==> src/kwrm_pkg.sv <==
package kwrm_pkg;

  localparam int COUNT_W      = 10;
  localparam int RUN_W        = 9;
  localparam int KEY_W        = 64;
  localparam int ADDR_W       = 31;
  localparam int CMD_W        = 2;
  localparam int DEF_MAX_RUNS = 512;

  localparam logic [CMD_W-1:0] CMD_LOAD    = 2'd0;
  localparam logic [CMD_W-1:0] CMD_EMPTY   = 2'd1;
  localparam logic [CMD_W-1:0] CMD_REFILL  = 2'd2;
  localparam logic [CMD_W-1:0] CMD_EXHAUST = 2'd3;

  typedef struct packed {
    logic [CMD_W-1:0]  command;
    logic [RUN_W-1:0]  run_index;
    logic [KEY_W-1:0]  sort_key;
    logic [ADDR_W-1:0] record_address;
  } in_item_t;

  typedef struct packed {
    logic [KEY_W-1:0]  merged_key;
    logic [ADDR_W-1:0] merged_address;
    logic [RUN_W-1:0]  source_run;
    logic              all_done;
  } out_item_t;

  // one stored run head
  typedef struct packed {
    logic              live;
    logic [KEY_W-1:0]  key;
    logic [ADDR_W-1:0] addr;
  } head_t;

  typedef struct packed {
    logic clear;
    logic vld;
  } sel_ctrl_t;

endpackage

==> src/kwrm_select.sv <==
module kwrm_select
  import kwrm_pkg::*;
#(
  parameter int IW = $clog2(DEF_MAX_RUNS)
) (
  input  logic          clk,
  input  logic          rst_n,
  input  sel_ctrl_t     ctrl,
  input  logic [IW-1:0] cand_idx,
  input  head_t         cand,
  output logic          found,
  output logic [IW-1:0] best_idx,
  output head_t         best
);

  logic          found_r;
  logic [IW-1:0] best_idx_r;
  head_t         best_r;
  logic          take;

  // strict less-than keeps the lowest run on ties
  assign take = ctrl.vld && cand.live && (!found_r || (cand.key < best_r.key));

  always_ff @(posedge clk) begin
    if (!rst_n) begin
      found_r <= 1'b0;
    end else if (ctrl.clear) begin
      found_r <= 1'b0;
    end else if (take) begin
      found_r <= 1'b1;
    end
  end

  always_ff @(posedge clk) begin
    if (take && !ctrl.clear) begin
      best_r     <= cand;
      best_idx_r <= cand_idx;
    end
  end

  assign found    = found_r;
  assign best_idx = best_idx_r;
  assign best     = best_r;

endmodule

==> config.mk <==
export PLATFORM = sky130hd
export DESIGN_NAME = kwrm_select
export DESIGN_NICKNAME = d
export VERILOG_FILES = /design/src/kwrm_pkg.sv /design/src/kwrm_select.sv
export SDC_FILE = /design/constraint.sdc
export NUM_CORES = 1
export LEC_CHECK = 0
export BUFFER_PORTS_ARGS = -buffer_cell sky130_fd_sc_hd__buf_2
export CAP_MARGIN = 20
export CELL_PAD_IN_SITES_DETAIL_PLACEMENT = 1
export CELL_PAD_IN_SITES_GLOBAL_PLACEMENT = 1
export CORE_MARGIN = 2
export CORE_UTILIZATION = 25
export CTS_CLUSTER_DIAMETER = 200
export DETAILED_ROUTE_END_ITERATION = 6
export PLACE_DENSITY = 0.66
export SLEW_MARGIN = 20
export SYNTH_ARGS = -nofsm -noshare
export SYNTH_HDL_FRONTEND = slang
export SYNTH_SLANG_ARGS = --single-unit
export TNS_END_PERCENT = 20
==> constraint.sdc <==
create_clock -name clk -period 5.6 [get_ports clk]
set_input_delay 0.28 -clock clk [delete_from_list [all_inputs] [get_ports clk]]
set_output_delay 0.28 -clock clk [all_outputs]
set_load 0.005 [all_outputs]
==> out/results.tsv, run 1 <==
stage	metric	value	unit
floorplan	die_y	143.3	µm
finish	n_fill_cell	2117	
finish	fin_cells	829	
floorplan	rows	50	
global_route	grt_antenna_before_repair	0	
timing	hold_slack	0.09412	ns
clock_tree	post_cts_buffers	0	
critical_path	rr_endpoint	best[11]$_DFFE_PP_	
hold_path	hp-class	input port to flop	
timing	slew_headroom	44.21	%
power	fin_total_pwr	1.801	mW
critical_path	critPathMaxFanout	62	
clock_tree	clkLatencyLatePin	0.35	ns
logic_synthesis	yosysTopAreaCellShare	65.00	%
timing	max_slew.worst_pin.slew	0.8369	ns
logic_synthesis	synth_top_family_by_area	adder cells	
global_route	grt_pass1_wl	19.33	mm
clock_tree	cts.sinks	106	
run	maxCapViolCount	0	
critical_path	worstSetupStartpointType	flop	
timing	setup_viol	0	
logic_synthesis	synth_seq_cells	106	
drt	post_drt_wl_per_cell	15.48	µm
logic_synthesis	synth_cells	337	
finish	nNetsFinal	736	
timing	slew_viol_final	0	
finish	syn2layout_area_growth	35.52	%
logic_synthesis	synthMuxAreaShare	0	%
timing	rsz0062_at_grt	no	
timing	finalCritPeriodShare	56.08	%
floorplan	start_util	25.68	%
finish	final_util	34.79	%
logic_synthesis	yosys.area_share.simple	5.468	%
timing	setup_tns	0	ns
logic_synthesis	synth_xor_area_share	0	%
clock_tree	cts_tree	yes	
timing	fin_skew	0.01251	ns
floorplan	io_pins	215	
logic_synthesis	ys_top_cells_by_area	edfxtp_1 (65%), ha_1 (16%), inv_1 (5.1%)	
floorplan	die_w	143.3	µm
placement	dpl.cell_count	813	
timing	final_hold_viol_count	0	
floorplan	die_area	20530	µm²
logic_synthesis	syn_area_per_cell	14.39	µm²
placement	place_ws	2.461	ns
critical_path	crit_type	flop to flop	
critical_path	rrSetupSlack	2.46	ns
logic_synthesis	synth_fa_ha_area_share	16.25	%
clock_tree	cts-root-buf	clkbuf_16	
finish	design_area	6574	µm²
drt	ant_nets	0	
critical_path	cp-end-kind	flop	
hold_path	holdPathEnd	best_idx[2]$_DFFE_PP_	
placement	dp_hpwl	10.44	mm
power	ir_drop	139.4	µV
floorplan	core	18890	µm²
critical_path	crit_slowest_cell	buf_4	
timing	setup_ws	2.459	ns
timing	fmax	0.3184	GHz
logic_synthesis	yosysTopAreaCell	edfxtp_1	
logic_synthesis	synth_nets	509	
global_route	grt_overflow_total	0	
critical_path	reg2reg_depth	9	
drt	drt_iter0_markers	122	
drt	vias_per_cell	4.233	
clock_tree	ctsLongestPathBuffers	2	
critical_path	arrival	3.11	ns
clock_tree	htree_num_levels	3	
finish	drive_gt1_share	42.00	%
drt	totalWireLength	12.83	mm
logic_synthesis	yosysSeqAreaShare	65.41	%
critical_path	worstPathCellList	inv_1 -> ha_1 -> a21oi_1 -> o21ai_0 -> a2111oi_0 -> nand2_1 -> o31a_1 -> a21oi_4 -> buf_4	
clock_tree	postCtsHoldBufs	0	
power	powerDensity	274.0	nW/µm²
clock_tree	numCtsBuffers	9	
logic_synthesis	ys_warn_count	0	
finish	diodes	0	
status	outcome	completed	
clock_tree	clk_pin_slew	0.08	ns
drt	post-route-drc-count	0	
hold_path	min-delay-start	cand_idx[2]	
placement	post_dp_cell_area	6270	µm²
placement	routabilityCongestion	0.7746	
drt	dr.pass1.iters	4	
clock_tree	ctsResizeCount	0	
critical_path	r2r-start	best[78]$_DFFE_PP_	
hold_path	worstHoldPathCells	1	
critical_path	crit_path_max_incr_delay	0.62	ns
logic_synthesis	syn_area	4851	µm²
placement	io_buffers	214	
logic_synthesis	synth_compound_area_share	7.764	%
power	leakagePower	3.037	nW
timing	min_period	3.141	ns
drt	routed-via-count	3509	
global_route	grt_pass1_vias	3729	
global_route	grt_max_degree	63	
logic_synthesis	synthDistinctLibCells	33	
global_route	grtUsageTotal	12.26	%
critical_path	critPathRequiredTime	5.57	ns
[layout by cell type (no fill, tap or decap), drive strengths merged, types with 2 or more instances in the layout]
| cell | synthesis | final |
|---|---|---|
| buf | 0 | 216 |
| o21a | 2 | 2 |
| edfxtp | 105 | 105 |
| o21ai | 9 | 9 |
| a21o | 4 | 4 |
| nor2 | 5 | 5 |
| nand2 | 16 | 16 |
| a21oi | 27 | 27 |
| a2111oi | 3 | 3 |
| nor2b | 2 | 2 |
| clkinv | 0 | 2 |
| and4 | 2 | 2 |
| nor3 | 3 | 3 |
| nand3 | 3 | 3 |
| and4b | 2 | 2 |
| nand4 | 10 | 10 |
| nor4 | 2 | 2 |
| ha | 63 | 63 |
| a211oi | 2 | 2 |
| inv | 66 | 71 |
| clkbuf | 0 | 9 |
[cells by family (layout without fill, tap and decap cells)]
family,after synthesis,in the layout
compound gates,54,54
simple gates,48,48
flops,106,106
fa+ha+maj,63,63
buf+inv,66,298
[worst max-delay path, delay by kind of cell, from the launching register on]
| family | cells | cell delay [ns] |
|---|---|---|
| flip-flops | 1 | 0.39 |
| AO/OA/AOI/OAI | 5 | 1.26 |
| buffers and inverters | 2 | 0.70 |
| AND/OR/NAND/NOR | 1 | 0.11 |
| adder cells (fa/ha/maj) | 1 | 0.23 |
[final cells by class]
type / instances / area, µm² / area share [%]
Inverter: 66 / 247.7 / 3.769
Clock buffer: 9 / 225.2 / 3.426
Sequential cell: 106 / 3173 / 48.27
Multi-Input combinational cell: 165 / 1438 / 21.87
Tap cell: 260 / 325.3 / 4.949
Timing Repair Buffer: 216 / 1086 / 16.52
Clock inverter: 7 / 78.83 / 1.199
[metal layers]
layer  part of all wire, %  vias to the layer above  GRT usage, %  wire (µm)
met1                    42                     1653         14.95       5345
met4                   1.3                        0         3.870        168
li1                      -                     1693             -          -
met5                     0                        -             0          0
met2                    49                      153         21.43       6281
met3                   8.1                       10         2.932       1036
[state kept, by name, indices dropped and copies added (netlist names)]
signal    count
best         96
best_idx      9
found         1
[worst max path at each step]
stage                       startpoint            endpoint
global placement              cand[78]  best[18]$_DFFE_PP_
floorplan           best[32]$_DFFE_PP_   best[0]$_DFFE_PP_
global route        best[78]$_DFFE_PP_  best[19]$_DFFE_PP_
detailed placement            cand[78]   best[1]$_DFFE_PP_
CTS                 best[78]$_DFFE_PP_  best[18]$_DFFE_PP_
finish              best[78]$_DFFE_PP_  best[11]$_DFFE_PP_
[power by group]
group,switching (mW),total [mW],internal (mW)
logic,0.118,0.215,0.0965
clock network,0.331,0.652,0.321
registers,0.0148,0.934,0.919
total,0.464,1.80,1.34
[synthesized netlist by cell type]
library cell,number
o21ai_0,6
nor2b_1,2
nor4_1,2
nor3_1,3
o21ai_1,3
and4_1,2
nor3b_1,1
a2111oi_4,2
nand3_1,3
edfxtp_1,105
o31a_1,1
o32ai_1,1
o21a_1,2
a21boi_1,1
a211oi_1,2
and4b_4,1
nand4_1,10
nand2_1,16
a21oi_2,1
and4b_1,1
nor2_1,5
a2111oi_0,1
o31ai_2,1
a221oi_1,1
a21oi_1,26
inv_1,66
dfxtp_1,1
o221ai_2,1
nand2b_4,1
o211ai_1,1
a21o_1,4
or3_1,1
ha_1,63
Power figures use the tool's default switching activity.
==> run 2: changes to the inputs <==
==> constraint.sdc (replaced) <==
create_clock -name clk -period 3.04 [get_ports clk]
set_input_delay 0.152 -clock clk [delete_from_list [all_inputs] [get_ports clk]]
set_output_delay 0.152 -clock clk [all_outputs]
set_load 0.005 [all_outputs]
==> out/results.tsv, run 2 (synthesized netlist as in run 1, its figures left out) <==
stage	metric	value	unit
status	outcome	completed	
drt	totalWireLength	14.76	mm
drt	routed-via-count	3943	
clock_tree	numCtsBuffers	9	
timing	fin_skew	0.01687	ns
placement	dp_hpwl	10.49	mm
floorplan	die_area	20530	µm²
critical_path	crit_path_max_incr_delay	0.56	ns
drt	post-route-drc-count	0	
drt	dr.pass1.iters	4	
floorplan	core	18890	µm²
global_route	grt_pass1_wl	22.45	mm
finish	drive_gt1_share	35.62	%
critical_path	critPathMaxFanout	58	
timing	slew_headroom	74.37	%
timing	hold_slack	0.02059	ns
hold_path	worstHoldPathCells	1	
power	clkPwrFrac	35.5	%
clock_tree	htree_num_levels	3	
placement	place_ws	0.2075	ns
critical_path	crit_slowest_cell	dlygate4sd3_1	
global_route	grt_max_degree	59	
clock_tree	cts.sinks	106	
power	power.share.sequential	49.7	%
global_route	grt_pass1_vias	4354	
drt	vias_per_cell	4.235	
timing	setup_viol	0	
finish	syn2layout_area_growth	57.42	%
power	leakagePower	3.474	nW
drt	ant_nets	0	
finish	n_fill_cell	2101	
finish	final_cell_mix	buf_2 (214), edfxtp_1 (105), dlygate4sd3_1 (102)	
critical_path	critPathRequiredTime	3.07	ns
critical_path	crit_type	input port to flop	
power	combPwrFrac	14.8	%
timing	finalCritPeriodShare	94.52	%
clock_tree	cts-root-buf	clkbuf_16	
timing	slew_viol_final	0	
critical_path	worstSetupStartpointType	input port	
clock_tree	post_cts_buffers	0	
placement	io_buffers	214	
floorplan	start_util	25.68	%
global_route	grtUsageTotal	14.23	%
critical_path	arrival	2.90	ns
clock_tree	clk_pin_slew	0.08	ns
floorplan	die_y	143.3	µm
finish	largest_reg_flops	96	
floorplan	io_pins	215	
drt	post_drt_wl_per_cell	15.85	µm
floorplan	die_w	143.3	µm
global_route	grt_overflow_total	0	
global_route	grt_antenna_before_repair	0	
critical_path	crit_family	compound AO/OA/AOI/OAI gates	
timing	max_slew.worst_pin.slew	0.3810	ns
power	p_int	2.558	mW
timing	setup_ws	0.1665	ns
power	power.share.switching	26.12	%
finish	nNetsFinal	838	
drt	drt_iter0_markers	158	
critical_path	worst-path-buf-inv	3	
run	maxCapViolCount	0	
critical_path	worst-path-stages	10	
finish	fin_cells	931	
power	fin_total_pwr	3.463	mW
critical_path	reg2reg_depth	9	
finish	mostFrequentLayoutCell	buf_2	
hold_path	hp-class	input port to flop	
timing	min_period	2.874	ns
finish	diodes	0	
power	powerDensity	453.5	nW/µm²
clock_tree	clkLatencyLatePin	0.36	ns
critical_path	worstPathCellList	dlygate4sd3_1 -> buf_2 -> ha_1 -> a21oi_1 -> o21ai_1 -> a2111oi_1 -> nand2_1 -> o31a_1 -> a21oi_4 -> clkbuf_16	
clock_tree	cts_tree	yes	
placement	dpl.cell_count	813	
timing	fmax	0.3480	GHz
placement	routabilityCongestion	0.7696	
clock_tree	ctsLongestPathBuffers	2	
power	ir_drop	249.0	µV
timing	rsz0062_at_grt	no	
floorplan	rows	50	
power	p_sw	0.9046	mW
critical_path	cp-end-kind	flop	
timing	final_hold_viol_count	0	
==> run 2: cell types whose count changed in the layout (fill, tap and decap cells not counted), moves of 2 or more <==
cell,change
clkinv_8,+2
buf_4,-2
inv_8,-2
dlygate4sd3_1,+102
==> run 2: final timing paths <==
| path | from | endpoint | slack [ns] |
|---|---|---|---|
| max | cand[78] | best[33]$_DFFE_PP_ | 0.17 |
| max reg2reg | best[78]$_DFFE_PP_ | best[33]$_DFFE_PP_ | 0.27 |
| min reg2reg | found$_SDFFE_PP0P_ | found$_SDFFE_PP0P_ | 0.56 |
| min | cand[94] | best[94]$_DFFE_PP_ | 0.02 |
==> run 2: cell type report <==
| class | count | area (µm²) | share of cell area (%) |
|---|---|---|---|
| Inverter | 66 | 247.7 | 3.244 |
| Multi-Input combinational cell | 165 | 1439 | 18.84 |
| Timing Repair Buffer | 318 | 2137 | 27.99 |
| Clock buffer | 9 | 225.2 | 2.949 |
| Tap cell | 260 | 325.3 | 4.260 |
| Sequential cell | 106 | 3173 | 41.55 |
| Clock inverter | 7 | 88.84 | 1.163 |
==> run 2: routing by layer <==
metal  vias up  GRT usage (%)  share of wire (%)
li1       1896              -                  -
met1      1876          16.52                 40
met2       151          25.51                 51
met3        20          3.432                6.3
met4         0          5.212                2.0
met5         -              0                  0
==> run 2: stage by stage <==
step | area [µm²] | utilization, % | setup TNS [ns]
after floorplan | 4858 | - | -77.11
after global placement | 6295 | 33.32 | 0
after detailed placement | 6295 | 33.32 | 0
after CTS | 7630 | 40.38 | 0
after global routing | 7636 | 40.42 | 0
final | 7636 | 40.42 | 0
==> run 2: timing repair <==
item,in CTS,in global routing
setup endpoints to repair,0,28
gates resized for setup,0,2
hold buffers,102,0
endpoints found under the hold margin,102,0
==> run 2: worst reg2reg max path, cell delays in order (launching register included) <==
cell and delay, ns:
edfxtp_1 0.39, inv_1 0.07, ha_1 0.23, a21oi_1 0.22
o21ai_1 0.12, a2111oi_1 0.45, nand2_1 0.09, o31a_1 0.32
a21oi_4 0.18, clkbuf_16 0.35
==> run 2: power by group through the flow <==
stage               registers [mW]  logic [mW]  clock network [mW]
floorplan                     1.76       0.174                   0
global placement              1.75       0.392                   0
detailed placement            1.75       0.411                   0
CTS                           1.72       0.517                1.26
global route                  1.73       0.576                1.32
finish                        1.72       0.513                1.23
